$ cat src/assert_macros.svh
// ----------------------------------------------------------------------------
// assert_macros.svh
// shared concurrent assertion macros, empty for synthesis
// ----------------------------------------------------------------------------
`ifndef ASSERT_MACROS_SVH
`define ASSERT_MACROS_SVH
`ifndef SYNTHESIS
// same-cycle implication, sampled on clk, off during reset
`define ASSERT_IMP(lbl, ante, cons) \
  lbl: assert property (@(posedge clk) disable iff (!rst_n) (ante) |-> (cons)) \
    else $error("assertion failed");
// next-cycle implication
`define ASSERT_NXT(lbl, ante, cons) \
  lbl: assert property (@(posedge clk) disable iff (!rst_n) (ante) |=> (cons)) \
    else $error("assertion failed");
`else
`define ASSERT_IMP(lbl, ante, cons)
`define ASSERT_NXT(lbl, ante, cons)
`endif
`endif

$ cat src/i2a_pkg.sv
// ----------------------------------------------------------------------------
// i2a_pkg
// types and constants of the integer to ascii converter
// ----------------------------------------------------------------------------
package i2a_pkg;

  localparam int NDIG     = 9;
  localparam int DIG_W    = NDIG * 4;
  localparam int DAB_BITS = 30;

  localparam logic [2:0] OP_SDEC       = 3'd0;
  localparam logic [2:0] OP_SDEC_FORCE = 3'd1;
  localparam logic [2:0] OP_UDEC       = 3'd2;
  localparam logic [2:0] OP_SHEX       = 3'd3;
  localparam logic [2:0] OP_UHEX       = 3'd4;

  localparam logic [31:0] SDEC_LIMIT = 32'h05F5_E0FF;
  localparam logic [31:0] UDEC_LIMIT = 32'h3B9A_C9FE;
  localparam logic [31:0] MIN_SIGNED = 32'h8000_0000;

  localparam logic [7:0] CH_ZERO  = 8'h30;
  localparam logic [7:0] CH_ALPHA = 8'h37;
  localparam logic [7:0] CH_MINUS = 8'h2D;
  localparam logic [7:0] CH_PLUS  = 8'h2B;
  localparam logic [7:0] CH_NONE  = 8'h00;

  typedef struct packed {
    logic [31:0] value;
    logic [2:0]  operation;
  } in_beat_t;

  typedef struct packed {
    logic [7:0] char_code;
    logic       last_char;
    logic       overflow;
  } out_beat_t;

  typedef struct packed {
    logic busy;
    logic done;
  } dab_stat_t;

  typedef enum logic [2:0] {
    ST_IDLE,
    ST_CONV,
    ST_SKIP,
    ST_SIGN,
    ST_DIGIT,
    ST_OVF
  } state_t;

endpackage

$ cat src/integer_to_ascii_decimal_hex.sv
// ----------------------------------------------------------------------------
// integer_to_ascii_decimal_hex
// 32-bit word to ascii text, signed/unsigned decimal or hex, one char per beat
// ----------------------------------------------------------------------------
// decimal: the bcd unit converts the magnitude, then leading zeros are skipped and the
//   sign and digit beats follow; the next input beat is taken once the last char beat is out
// hex: no bcd unit, leading zeros are skipped, then the sign and digit beats follow
// overflow: a lone beat, no bcd unit
// zero skip plus characters always cover all nine digits; out_stall holds every char beat
// rst_n synchronous active low clears sequencer, counters and out_valid
module integer_to_ascii_decimal_hex (
  input  logic               clk,
  input  logic               rst_n,
  input  logic               in_valid,
  output logic               in_stall,
  input  i2a_pkg::in_beat_t  in_data,
  output logic               out_valid,
  input  logic               out_stall,
  output i2a_pkg::out_beat_t out_data
);

`include "assert_macros.svh"

  i2a_pkg::state_t state_r, state_nxt;

  // working registers
  logic [i2a_pkg::DIG_W-1:0] digits_r, digits_nxt;  // digit nibbles, msd at top
  logic [3:0]                cnt_r, cnt_nxt;        // digits still in digits_r
  logic [7:0]                prefix_r, prefix_nxt;  // sign char or none
  logic                      hex_r, hex_nxt;

  // output register
  logic                      out_valid_r, out_valid_nxt;
  i2a_pkg::out_beat_t        out_data_r, out_data_nxt;

  // decode of the incoming word
  logic        in_acc;
  logic        op_signed, op_hex, op_ok, neg, ovf;
  logic [31:0] mag;
  logic [2:0]  op;

  // bcd unit, used by the decimal formats only
  logic                      dab_start;
  i2a_pkg::dab_stat_t        dab_st;
  logic [i2a_pkg::DIG_W-1:0] dab_bcd;

  // emitter helpers
  logic       slot_free;
  logic [3:0] top_nib;
  logic [7:0] dig_char;
  logic       skip_more;

  assign in_acc    = in_valid && !in_stall;
  assign in_stall  = (state_r != i2a_pkg::ST_IDLE);
  assign slot_free = !out_valid_r || !out_stall;

  assign op        = in_data.operation;
  assign op_signed = (op == i2a_pkg::OP_SDEC) || (op == i2a_pkg::OP_SDEC_FORCE) ||
                     (op == i2a_pkg::OP_SHEX);
  assign op_hex    = (op == i2a_pkg::OP_SHEX) || (op == i2a_pkg::OP_UHEX);
  assign op_ok     = op_signed || (op == i2a_pkg::OP_UDEC) || (op == i2a_pkg::OP_UHEX);
  assign neg       = op_signed && in_data.value[31];
  assign mag       = neg ? (32'd0 - in_data.value) : in_data.value;

  // decimal range limits and the unrepresentable most negative word
  always_comb begin
    case (op)
      i2a_pkg::OP_SDEC, i2a_pkg::OP_SDEC_FORCE:
        ovf = (in_data.value == i2a_pkg::MIN_SIGNED) || (mag > i2a_pkg::SDEC_LIMIT);
      i2a_pkg::OP_SHEX:
        ovf = (in_data.value == i2a_pkg::MIN_SIGNED);
      i2a_pkg::OP_UDEC:
        ovf = (in_data.value > i2a_pkg::UDEC_LIMIT);
      default:
        ovf = 1'b0;
    endcase
  end

  assign dab_start = in_acc && op_ok && !ovf && !op_hex;

  i2a_dabble u_dabble (
    .clk   (clk),
    .rst_n (rst_n),
    .start (dab_start),
    .bin   (mag[i2a_pkg::DAB_BITS-1:0]),
    .stat  (dab_st),
    .bcd   (dab_bcd)
  );

  assign top_nib   = digits_r[i2a_pkg::DIG_W-1 -: 4];
  assign dig_char  = (top_nib >= 4'd10) ? ({4'h0, top_nib} + i2a_pkg::CH_ALPHA)
                                        : ({4'h0, top_nib} + i2a_pkg::CH_ZERO);
  // drop leading zeros but always keep one digit
  assign skip_more = (top_nib == 4'h0) && (cnt_r > 4'd1);

  // next state
  always_comb begin
    state_nxt = state_r;
    case (state_r)
      i2a_pkg::ST_IDLE: begin
        if (in_acc && op_ok) begin
          if (ovf)         state_nxt = i2a_pkg::ST_OVF;
          else if (op_hex) state_nxt = i2a_pkg::ST_SKIP;
          else             state_nxt = i2a_pkg::ST_CONV;
        end
      end
      i2a_pkg::ST_CONV: begin
        if (dab_st.done) state_nxt = i2a_pkg::ST_SKIP;
      end
      i2a_pkg::ST_SKIP: begin
        if (!skip_more) begin
          state_nxt = (prefix_r != i2a_pkg::CH_NONE) ? i2a_pkg::ST_SIGN
                                                     : i2a_pkg::ST_DIGIT;
        end
      end
      i2a_pkg::ST_SIGN: begin
        if (slot_free) state_nxt = i2a_pkg::ST_DIGIT;
      end
      i2a_pkg::ST_DIGIT: begin
        if (slot_free && (cnt_r == 4'd1)) state_nxt = i2a_pkg::ST_IDLE;
      end
      i2a_pkg::ST_OVF: begin
        if (slot_free) state_nxt = i2a_pkg::ST_IDLE;
      end
      default: state_nxt = i2a_pkg::ST_IDLE;
    endcase
  end

  // datapath and output beat
  always_comb begin
    digits_nxt    = digits_r;
    cnt_nxt       = cnt_r;
    prefix_nxt    = prefix_r;
    hex_nxt       = hex_r;
    out_data_nxt  = out_data_r;
    out_valid_nxt = out_valid_r && out_stall;
    case (state_r)
      i2a_pkg::ST_IDLE: begin
        if (in_acc) begin
          hex_nxt    = op_hex;
          cnt_nxt    = 4'(i2a_pkg::NDIG);
          digits_nxt = {4'h0, mag};
          if (neg)
            prefix_nxt = i2a_pkg::CH_MINUS;
          else if (op == i2a_pkg::OP_SDEC_FORCE)
            prefix_nxt = i2a_pkg::CH_PLUS;
          else
            prefix_nxt = i2a_pkg::CH_NONE;
        end
      end
      i2a_pkg::ST_CONV: begin
        if (dab_st.done) digits_nxt = dab_bcd;
      end
      i2a_pkg::ST_SKIP: begin
        if (skip_more) begin
          digits_nxt = {digits_r[i2a_pkg::DIG_W-5:0], 4'h0};
          cnt_nxt    = cnt_r - 4'd1;
        end
      end
      i2a_pkg::ST_SIGN: begin
        if (slot_free) begin
          out_valid_nxt          = 1'b1;
          out_data_nxt.char_code = prefix_r;
          out_data_nxt.last_char = 1'b0;
          out_data_nxt.overflow  = 1'b0;
        end
      end
      i2a_pkg::ST_DIGIT: begin
        if (slot_free) begin
          out_valid_nxt          = 1'b1;
          out_data_nxt.char_code = dig_char;
          out_data_nxt.last_char = (cnt_r == 4'd1);
          out_data_nxt.overflow  = 1'b0;
          digits_nxt             = {digits_r[i2a_pkg::DIG_W-5:0], 4'h0};
          cnt_nxt                = cnt_r - 4'd1;
        end
      end
      i2a_pkg::ST_OVF: begin
        if (slot_free) begin
          out_valid_nxt          = 1'b1;
          out_data_nxt.char_code = i2a_pkg::CH_NONE;
          out_data_nxt.last_char = 1'b1;
          out_data_nxt.overflow  = 1'b1;
        end
      end
      default: begin
      end
    endcase
  end

  always_ff @(posedge clk) begin
    digits_r   <= digits_nxt;
    prefix_r   <= prefix_nxt;
    hex_r      <= hex_nxt;
    out_data_r <= out_data_nxt;
    if (!rst_n) begin
      state_r     <= i2a_pkg::ST_IDLE;
      cnt_r       <= '0;
      out_valid_r <= 1'b0;
    end else begin
      state_r     <= state_nxt;
      cnt_r       <= cnt_nxt;
      out_valid_r <= out_valid_nxt;
    end
  end

  assign out_valid = out_valid_r;
  assign out_data  = out_data_r;

  // an overflow beat is always a lone zero character closing the run
  `ASSERT_IMP(a_ovf_beat, out_valid_r && out_data_r.overflow, out_data_r.last_char && (out_data_r.char_code == i2a_pkg::CH_NONE))
  // the bcd unit is running or finishing whenever the sequencer waits on it
  `ASSERT_IMP(a_conv_busy, state_r == i2a_pkg::ST_CONV, dab_st.busy || dab_st.done)
  // conversion only finishes while the sequencer waits on it
  `ASSERT_IMP(a_done_conv, dab_st.done, state_r == i2a_pkg::ST_CONV)
  // emitter never runs out of digits
  `ASSERT_IMP(a_digit_cnt, state_r == i2a_pkg::ST_DIGIT, (cnt_r != 4'd0) && (cnt_r <= 4'(i2a_pkg::NDIG)))
  // decimal digits stay in 0..9
  `ASSERT_IMP(a_dec_digit, (state_r == i2a_pkg::ST_DIGIT) && !hex_r, top_nib <= 4'd9)

endmodule

$ cat src/i2a_dabble.sv
// ----------------------------------------------------------------------------
// i2a_dabble
// bit-serial binary to bcd unit, shift and add-3, one bit per cycle
// ----------------------------------------------------------------------------
module i2a_dabble (
  input  logic                        clk,
  input  logic                        rst_n,
  input  logic                        start,
  input  logic [i2a_pkg::DAB_BITS-1:0] bin,
  output i2a_pkg::dab_stat_t          stat,
  output logic [i2a_pkg::DIG_W-1:0]   bcd
);

  logic [i2a_pkg::DAB_BITS-1:0] bin_r, bin_nxt;
  logic [i2a_pkg::DIG_W-1:0]    bcd_r, bcd_nxt;
  logic [4:0]                   cnt_r, cnt_nxt;
  logic                         done_r, done_nxt;
  logic [i2a_pkg::DIG_W-1:0]    adj;

  // add 3 to every digit of five or more
  always_comb begin
    for (int i = 0; i < i2a_pkg::NDIG; i++) begin
      adj[i*4 +: 4] = (bcd_r[i*4 +: 4] >= 4'd5) ? (bcd_r[i*4 +: 4] + 4'd3)
                                                 : bcd_r[i*4 +: 4];
    end
  end

  always_comb begin
    bin_nxt  = bin_r;
    bcd_nxt  = bcd_r;
    cnt_nxt  = cnt_r;
    done_nxt = 1'b0;
    if (start) begin
      bin_nxt = bin;
      bcd_nxt = '0;
      cnt_nxt = 5'(i2a_pkg::DAB_BITS);
    end else if (cnt_r != 5'd0) begin
      bcd_nxt  = {adj[i2a_pkg::DIG_W-2:0], bin_r[i2a_pkg::DAB_BITS-1]};
      bin_nxt  = {bin_r[i2a_pkg::DAB_BITS-2:0], 1'b0};
      cnt_nxt  = cnt_r - 5'd1;
      done_nxt = (cnt_r == 5'd1);
    end
  end

  always_ff @(posedge clk) begin
    bin_r <= bin_nxt;
    bcd_r <= bcd_nxt;
    if (!rst_n) begin
      cnt_r  <= '0;
      done_r <= 1'b0;
    end else begin
      cnt_r  <= cnt_nxt;
      done_r <= done_nxt;
    end
  end

  assign stat.busy = (cnt_r != 5'd0);
  assign stat.done = done_r;
  assign bcd       = bcd_r;

endmodule

$ cat config.mk
export PLATFORM = sky130hd
export DESIGN_NAME = integer_to_ascii_decimal_hex
export DESIGN_NICKNAME = d
export VERILOG_FILES = /design/src/i2a_pkg.sv /design/src/integer_to_ascii_decimal_hex.sv /design/src/i2a_dabble.sv
export VERILOG_INCLUDE_DIRS = /design/src /design/src/src
export SDC_FILE = /design/constraint.sdc
export NUM_CORES = 1
export LEC_CHECK = 0
export ABC_AREA = 1
export BUFFER_PORTS_ARGS = -buffer_cell sky130_fd_sc_hd__buf_2
export CORE_MARGIN = 3
export CORE_UTILIZATION = 28
export DETAILED_ROUTE_END_ITERATION = 12
export SETUP_SLACK_MARGIN = 0.1
export SYNTH_ARGS = -nofsm -noshare
export SYNTH_HDL_FRONTEND = slang
export SYNTH_SLANG_ARGS = --single-unit
$ cat constraint.sdc
create_clock -name clk -period 9.1 [get_ports clk]
set_input_delay 0.91 -clock clk [delete_from_list [all_inputs] [get_ports clk]]
set_output_delay 0.91 -clock clk [all_outputs]
set_load 0.02 [all_outputs]
Word level (Yosys, flattened, before mapping)
Index checks and enable logic that the tools add are counted.
{"block": "op_classes", "magnitude_cmp": 13, "reduce_logical": 39, "bitwise_logic": 2, "n_mux": 42, "addsub": 14, "eq_ne": 21}
{"op": "$mux W36", "count": 4}
{"op": "$pmux W36 S4", "count": 1}
{"op": "$mux W30", "count": 2}
{"op": "$mux W4", "count": 11}
{"op": "$ge A4 B3 Y1 const B", "count": 9}
{"op": "$add A4 B2 Y4 const B", "count": 8}
{"op": "$eq A32 B32 Y1 const B", "count": 1}
{"op": "$gt A32 B27 Y1 const B", "count": 1}
{"op": "$gt A32 B30 Y1 const B", "count": 1}
{"op": "$mux W32", "count": 1}
{"op": "$sub A1 B32 Y32 const A", "count": 1}
{"op": "$mux W10", "count": 3}
{"op": "$pmux W10 S3", "count": 1}
{"op": "$mux W3", "count": 9}
{"op": "$pmux W3 S6", "count": 1}
{"op": "$ne A2 B2 Y1 const B", "count": 8}
{"op": "$add A4 B6 Y7 const B", "count": 2}
{"op": "$eq A3 B2 Y1 const B", "count": 4}
{"op": "$pmux W4 S3", "count": 1}
{"op": "$mux W5", "count": 2}
{"op": "$eq A3 B3 Y1 const B", "count": 3}
{"op": "$reduce_bool A3 Y1", "count": 3}
{"op": "$logic_and A1 B1 Y1", "count": 8}
{"op": "$reduce_and A4 Y1", "count": 2}
{"op": "28 further kinds", "count": 44}
{"block": "word_totals", "ff_bits": 134, "out_inout_bits": 12}

Longest topological paths before layout
Gate-level depths: netlist of run 1.
{"block": "logic_depth", "ltp_word": 12, "mapped_depth": 21}

By module
From an unflattened synthesis of run 1, not the netlist that was laid out.
{"block": "unflattened", "hier_cells": 1152, "area_unflattened_um2": 8349.3}
{"module": "integer_to_ascii_decimal_hex", "area_per_inst_um2": 4423.0, "seq_area_each_um2": 1601.5, "cells_per_inst": 629, "n_inst": 1}
{"module": "i2a_dabble", "area_per_inst_um2": 3926.3, "seq_area_each_um2": 1741.7, "cells_per_inst": 523, "n_inst": 1}

Worst setup path after synthesis of run 1
No wires, ideal clock.
{"block": "synth_timing", "path_type": "register -> register", "start": "reg cnt_r[0]", "end": "reg digits_r[0] (netlist name), enable pin", "arrival_ns": 3.928, "path_buffers": 0, "path_slack_ns": 4.688, "t_required_ns": 8.616, "path_stages_with_launch": 9, "setup_ns": 0.484, "path_cell_list": "dfxtp_1 > inv_1 > ha_1 > or2_2 > a21oi_1 > nor2_1 > nor2_1 > inv_1 > a211oi_1"}
{"block": "synth_via", "elab_chain_cells": 4}
{"element": "start: declaration", "line": "integer_to_ascii_decimal_hex.sv:28", "text": "logic [3:0] cnt_r, cnt_nxt;"}
{"element": "start signal: assignment", "line": "integer_to_ascii_decimal_hex.sv:202", "text": "cnt_r <= cnt_nxt;"}
{"element": "$gt A4 B1 Y1", "line": "integer_to_ascii_decimal_hex.sv:94", "text": "assign skip_more = (top_nib == 4'h0) && (cnt_r > 4'd1);"}
{"element": "$logic_and A1 B1 Y1", "line": "integer_to_ascii_decimal_hex.sv:94"}
{"element": "$ne A2 B2 Y1 (no source line)"}
{"element": "$reduce_and A5 Y1 (no source line)"}
{"element": "end signal: assignment", "line": "integer_to_ascii_decimal_hex.sv:192", "text": "digits_r <= digits_nxt;"}
{"element": "end: declaration", "line": "integer_to_ascii_decimal_hex.sv:27", "text": "logic [i2a_pkg::DIG_W-1:0] digits_r, digits_nxt;"}
Every way passes these cells.
A chain may end at the register's enable or synchronous reset.

Final worst setup path of run 1
{"block": "layout_timing", "start": "in in_data[3] (netlist name)", "end": "reg u_dabble.bin_r[23] (netlist name), data pin"}
{"block": "layout_via", "elab_chain_cells": 9, "elab_cells_between_ends": 11, "cone_classes": "add/sub: 1; order compare: 2; eq/ne: 1; mux: 3; reduce/logical: 4"}
{"element": "start: declaration", "line": "integer_to_ascii_decimal_hex.sv:16", "text": "input i2a_pkg::in_beat_t in_data,"}
{"element": "$sub A1 B32 Y32", "line": "integer_to_ascii_decimal_hex.sv:63", "text": "assign mag = neg ? (32'd0 - in_data.value) : in_data.value;"}
{"element": "$mux W32", "line": "integer_to_ascii_decimal_hex.sv:63"}
{"element": "$gt A32 B27 Y1", "line": "integer_to_ascii_decimal_hex.sv:69", "text": "ovf = (in_data.value == i2a_pkg::MIN_SIGNED) || (mag > i2a_pkg::SDEC_LIMIT);"}
{"element": "$logic_or A1 B1 Y1", "line": "integer_to_ascii_decimal_hex.sv:69"}
{"element": "$pmux W1 S3", "line": "integer_to_ascii_decimal_hex.sv:67", "text": "case (op)"}
{"element": "$logic_not A1 Y1", "line": "integer_to_ascii_decimal_hex.sv:79", "text": "assign dab_start = in_acc && op_ok && !ovf && !op_hex;"}
{"element": "$logic_and A1 B1 Y1 (2 in series)", "line": "integer_to_ascii_decimal_hex.sv:79"}
{"element": "$mux W30 (*)", "line": "i2a_dabble.sv:33", "text": "if (start) begin"}
{"element": "via u_dabble.bin_nxt (one bit)", "line": "i2a_dabble.sv:14", "text": "logic [i2a_pkg::DAB_BITS-1:0] bin_r, bin_nxt;"}
{"element": "end signal: assignment", "line": "i2a_dabble.sv:46", "text": "bin_r <= bin_nxt;"}
{"element": "end: declaration", "line": "i2a_dabble.sv:14"}
The timed path passes the listed nets; every way through them passes the cells marked *.

==> impl_metrics.json, run 1 <==
{
  "io_pins": 51,
  "cp-end-kind": "flip-flop",
  "slew_headroom_pct": 34.9,
  "cp_slowest_cell": "buf_4",
  "dieArea_sq_mm": 0.0304,
  "layout.nets": 1158,
  "setup_violations": 0,
  "cp-start-kind": "input port",
  "rsz0062_at_grt": "false",
  "layout_commonest_cell": "nand2_1",
  "synth_seq_area_share_pct": 42.1,
  "start_util_pct": 29.0,
  "diodes": 0,
  "critPathMaxFanout": 95,
  "ys_ff_latch": 128,
  "overflow": 0,
  "holdWs_ns": 0.489,
  "async_reset_ff_share_pct": 0,
  "crit_arrival_ns": 3.99,
  "wl_per_cell_um": 13.5,
  "cap_viol_max_count": 0,
  "slew_violations": 0,
  "grt_pass1_wl_um": 32700,
  "postCtsHoldBufs": 0,
  "dp_hpwl_um": 15000,
  "tritoncts": "yes",
  "crit_buf_inv": 4,
  "slowest_delay_ns": 0.73,
  "min_period_over_period_pct": 42.0,
  "die_x_um": 174,
  "final_cell_mix": "nand2_1 (264), inv_1 (150), nor2_1 (110)",
  "insertion_delay_ns": 0.42,
  "peakVddDrop_mv": 0.212,
  "coreArea_sq_mm": 0.0274,
  "syn-cell-area_sq_mm": 0.00793,
  "antenna_left": 0,
  "portBuffers": 49,
  "grt_max_degree": 96,
  "cts_root_buf": "clkbuf_16",
  "cts.htree.levels": 4,
  "cts_buffers": 17,
  "max_freq_ghz": 0.261,
  "gp_congestion": 0.891,
  "fin_setup_tns_ns": 0,
  "cts.sinks": 128,
  "wl_um": 19900,
  "post_cts_buffers": 0,
  "antenna_found_initial": 0,
  "p_per_area_mw_per_mm2": 374,
  "drt_iter0_drc": 524,
  "cp_top_family": "simple AND/OR/NAND/NOR gates",
  "hold_path.class": "flip-flop to flip-flop",
  "first_pass_iters": 5,
  "syn_inst": 1049,
  "drt-vias-per-instance": 4.71,
  "critPathKind": "input port to flip-flop",
  "fin_skew_ns": 0.00952,
  "hold_viol": 0,
  "syn_area_per_cell_sq_um": 7.56,
  "post-route-min-period_ns": 3.83,
  "drive_gt1_share_pct": 12.9,
  "drc": 0,
  "syn_nets": 1115,
  "grt_use_total_pct": 13.3,
  "synth_edf_count": 78,
  "syn_to_final_growth_pct": 14.9,
  "vias": 6958,
  "crit_required_ns": 9.27,
  "synth_ff_type": "edfxtp_1",
  "synth_warnings": 0,
  "nFillCells": 2893,
  "yosysUniqueCellTypes": 51,
  "status": "finished, final reports clean",
  "path_common_cell": "nand2_1",
  "cts_buffer_depth": 2,
  "die_y_um": 174,
  "place_area_sq_mm": 0.00852,
  "final_cell_area_sq_mm": 0.00911,
  "power_leakage_nw": 4.19,
  "clk_pin_slew_ns": 0.06,
  "cp_cell_sequence": "buf_2 -> inv_1 -> ha_1 -> nand2_1 -> nor2_2 -> nand3_1 -> nand2_1 -> nand2_1 -> nand2_1 -> nand2_1 -> nor2_1 -> nand2_1 -> nor2_2 -> nand3_1 -> nand3_2 -> nand2_2 -> nand3_4 -> buf_4 -> inv_2 -> nand2_1 -> nand2_1",
  "grt_pass1_vias": 6526,
  "cts_resized": 0,
  "worst_pin_slew_ns": 0.977,
  "rows": 60
}
-- per-layer routing --
metal,GRT usage (%),up-vias,wire (um)
met5,0,-,0
met1,18.4,3212,9580
li1,-,3545,-
met3,2.66,23,1180
met4,3.95,0,255
met2,20.9,178,8930
-- registers in the layout, indices dropped and copies added (netlist names), 3 cells and up --
register and flops:
cnt_r 4, digits_r 36, state_r 3, u_dabble.cnt_r 5, prefix_r 3, u_dabble.bcd 36, u_dabble.bin_r 30, out_data 9
-- kinds of logic after synthesis --
kind of cell             synth area share, %
buffers and inverters                   10.3
flip-flops                              42.1
AND/OR/NAND/NOR                         25.2
other                                 0.0473
adder cells (fa/ha/maj)                 4.26
XOR/XNOR                                1.44
AO/OA/AOI/OAI                           16.7
-- cell usage after synthesis (all sizes together), types with 10 or more instances --
cell type	n	area (sq um)
nor2	122	517
dfxtp	50	1000
nor3	10	50.1
a22oi	28	210
edfxtp	78	2340
o211ai	29	278
nand3	54	288
o21ai	94	470
clkbuf	17	65.1
ha	27	338
a21oi	35	190
nand2	271	1030
buf	14	120
inv	168	631
-- power breakdown --
group	leakage, nW	switching [mW]	total [mW]	internal [mW]
combinational	2.69	1.04	1.53	0.498
sequential	1.20	0.162	1.20	1.04
clock	0.293	0.244	0.675	0.431
-- worst paths after layout --
check / to / depth (start not counted) / startpoint / slack [ns]
worst max-delay path: u_dabble.bin_r[23] / 21 / in_data[3] / 5.27
worst min-delay path: u_dabble.done_r / 1 / u_dabble.cnt_r[4] / 0.49
worst max register to register: u_dabble.bin_r[14] / 13 / cnt_r[0] / 5.54
worst min register to register: u_dabble.done_r / 1 / u_dabble.cnt_r[4] / 0.49
-- per-stage QoR --
step	utilization, %	setup slack (ns)	power, mW	instances
global route	33.3	4.92	3.72	1477
detailed placement	31.1	4.81	2.75	1445
CTS	33.3	5.26	3.44	1477
global placement	31.1	4.80	2.72	1445
floorplan	-	4.69	2.37	1049
finish	33.3	5.27	3.41	1477
-- cell type report --
class / count / area, sq um / share of cell area [%]
multi-input combinational: 722 / 3790 / 41.6
sequential: 128 / 3340 / 36.7
inverter: 168 / 631 / 6.92
clock buffer: 22 / 485 / 5.33
tap: 372 / 465 / 5.11
timing repair buffer: 55 / 290 / 3.19
clock inverter: 10 / 106 / 1.17
-- worst register-to-register path, stage by stage, from the launching register on --
cell	delay, ns
dfxtp_1	0.33
inv_1	0.08
ha_1	0.23
or2_2	0.30
a21oi_1	0.17
nor2_1	0.07
nor2_1	0.11
inv_1	0.10
nor2_1	0.40
o21ai_0	0.25
nor2_1	0.22
nand3_4	0.09
nand2_1	0.53
buf_4	0.37
(Power assumes the default switching activity.)
==> run 2, diff against run 1 <==
--- a/config.mk
+++ b/config.mk
@@ -6,7 +6,7 @@
 export SDC_FILE = /design/constraint.sdc
 export NUM_CORES = 1
 export LEC_CHECK = 0
-export ABC_AREA = 1
+export ABC_AREA = 0
 export BUFFER_PORTS_ARGS = -buffer_cell sky130_fd_sc_hd__buf_2
 export CORE_MARGIN = 3
 export CORE_UTILIZATION = 28
==> constraint.sdc (replaced) <==
create_clock -name clk -period 3.4 [get_ports clk]
set_input_delay 0.34 -clock clk [delete_from_list [all_inputs] [get_ports clk]]
set_output_delay 0.34 -clock clk [all_outputs]
set_load 0.02 [all_outputs]
==> run 2 against run 1 <==
  * Flip-flop and latch count unchanged
  * Critical path type unchanged
  * Register-to-register slack worse by 4.8 ns
  * Die area down 0.33%
  * First-iteration DRC count down 14%
  * Clock power rose to 2.7 times the previous value
  * Critical endpoint is now u_dabble.bin_r[10]
  * Combinational power up 120%
  * Largest cell class unchanged
==> impl_metrics.json, run 2 <==
{
  "cts_buffer_depth": 2,
  "yosysUniqueCellTypes": 71,
  "cp-start-kind": "input port",
  "wl_um": 20000,
  "ff_latch_area_sq_mm": 0.00334,
  "overflow": 0,
  "worst_r2r_startpoint": "state_r[1]",
  "cts_buffers": 17,
  "insertion_delay_ns": 0.42,
  "multiInputGateArea_sq_mm": 0.00405,
  "slowest_delay_ns": 0.53,
  "syn_inst": 869,
  "drt_iter0_drc": 451,
  "dp_hpwl_um": 15300,
  "syn_nets": 935,
  "postCtsHoldBufs": 0,
  "syn-cell-area_sq_mm": 0.00791,
  "power_leakage_nw": 3.68,
  "cts.sinks": 128,
  "fin_setup_tns_ns": 0,
  "cts.htree.levels": 4,
  "cp_cell_sequence": "buf_2 -> buf_4 -> or4_1 -> or3_1 -> a211oi_1 -> nand4_1 -> o32a_1 -> o2111ai_1 -> a32o_4 -> or2_4 -> buf_12",
  "die_x_um": 174,
  "crit_buf_inv": 3,
  "critPathKind": "input port to flip-flop",
  "netlist_top_cells_area": "edfxtp_1 (30%), dfxtp_1 (13%), a21oi_1 (4.7%)",
  "post-route-min-period_ns": 3.09,
  "grt_max_degree": 50,
  "layout_commonest_cell": "nor2_1",
  "crit_required_ns": 3.53,
  "vias": 6627,
  "start_util_pct": 28.9,
  "post_cts_buffers": 0,
  "diodes": 0,
  "yosys.area.top_type": "edfxtp_1",
  "synth_ff_type": "edfxtp_1",
  "cp_slowest_cell": "or4_1",
  "hold_viol": 0,
  "tritoncts": "yes",
  "ys_ff_latch": 128,
  "rrSetupSlack_ns": 0.74,
  "portBuffers": 49,
  "cap_viol_max_count": 0,
  "drc": 0,
  "drt-vias-per-instance": 4.88,
  "layout.nets": 1038,
  "grt_use_total_pct": 13.3,
  "setup_violations": 0,
  "grt_pass1_vias": 6360,
  "worst_pin_slew_ns": 0.924,
  "cts_root_buf": "clkbuf_16",
  "crit_start": "in_data[3]",
  "min_period_over_period_pct": 90.8,
  "max_freq_ghz": 0.324,
  "synth_seq_area_share_pct": 42.3,
  "syn_area_per_cell_sq_um": 9.10,
  "yosysMostFrequentCell": "nor2_1",
  "peakVddDrop_mv": 0.393,
  "antenna_left": 0,
  "drive_gt1_share_pct": 20.0,
  "first_pass_iters": 5,
  "slew_headroom_pct": 38.4,
  "io_pins": 51,
  "final_cells": 1357,
  "final_cell_mix": "nor2_1 (99), buf_4 (83), edfxtp_1 (78)",
  "async_reset_ff_share_pct": 0,
  "fin_skew_ns": 0.00926,
  "gp_congestion": 0.913,
  "dieArea_sq_mm": 0.0303,
  "cp-end-kind": "flip-flop",
  "antenna_found_initial": 0,
  "crit_arrival_ns": 3.22,
  "nFillCells": 2833,
  "synth_top_area_share_pct": 29.6,
  "synth_edf_count": 78,
  "slew_violations": 0,
  "coreArea_sq_mm": 0.0273,
  "cts_resized": 0,
  "rows": 60,
  "synth_commonest_cells": "nor2_1 (99), edfxtp_1 (78), a21oi_1 (75), o21ai_0 (70), inv_1 (63)",
  "die_y_um": 174,
  "hold_path.class": "input port to flip-flop",
  "wl_per_cell_um": 14.7,
  "critPathMaxFanout": 16,
  "clk_pin_slew_ns": 0.06,
  "synth_warnings": 0,
  "cp_top_family": "compound AO/OA/AOI/OAI gates",
  "p_per_area_mw_per_mm2": 859,
  "numPlacedInstances": 1325,
  "grt_pass1_wl_um": 32900,
  "min_from": "out_stall",
  "syn_to_final_growth_pct": 22.0,
  "status": "finished, final reports clean",
  "rsz0062_at_grt": "false"
}
[run 2: cell types whose count changed after synthesis, sizes merged, moves of 24 or more]
cell	previous run	this run
nand3	54	18
inv	168	63
nand2	271	40
o211ai	29	0
o21ai	94	70
a21oi	35	75
mux2i	0	29
[run 2: worst min-delay path, stage by stage]
cell and delay, ns:
buf_2 0.12, nand2_1 0.07, a21oi_1 0.06
[run 2: cells by family after synthesis]
kind of cell | Yosys count | share of synthesized area, %
AO/OA/AOI/OAI | 238 | 19.0
XOR/XNOR | 42 | 4.65
adder cells (fa/ha/maj) | 27 | 4.27
buffers and inverters | 116 | 6.80
flip-flops | 128 | 42.3
multiplexers | 32 | 4.10
other | 1 | 0.0474
AND/OR/NAND/NOR | 285 | 18.8
[run 2: per-stage QoR]
step           utilization [%]  total power, mW  cell area, sq um  hold WS, ns  setup WS [ns]
3_5_place_dp              33.1             6.51              9050        0.495        -0.0999
6_report                  35.3             8.29              9650        0.224          0.313
5_1_grt                   35.3             8.98              9650        0.226          0.198
2_1_floorplan                -             5.53              7920        0.457         -0.108
4_1_cts                   35.3             8.35              9650        0.206          0.341
3_3_place_gp              33.1             6.42              9050        0.489        -0.0491
[run 2: cell type report]
type / instances / area share [%]
Multi-Input combinational cell: 625 / 42.0
Sequential cell: 128 / 34.6
Timing Repair Buffer: 136 / 9.83
Clock buffer: 20 / 4.97
Tap cell: 372 / 4.82
Inverter: 64 / 2.49
Clock inverter: 12 / 1.27
[run 2: final timing paths]
path	endpoint	depth (start not counted)
worst max-delay path	u_dabble.bin_r[10]	11
worst min-delay path	out_valid	3
worst max register to register	u_dabble.bin_r[10]	7
worst min register to register	u_dabble.bcd[35]	2
[run 2: routing by layer]
metal / GRT usage [%] / routed length [um] / share of wire (%)
met4: 4.99 / 468 / 2.3
met5: 0 / 0 / 0
met2: 20.9 / 9090 / 45
met3: 2.88 / 852 / 4.3
met1: 18.1 / 9580 / 48
[run 2: report_power, final]
group          switching (mW)  internal, mW
Clock                   0.705          1.11
Sequential              0.469          2.64
Combinational            2.01          1.36
Total                    3.18          5.10
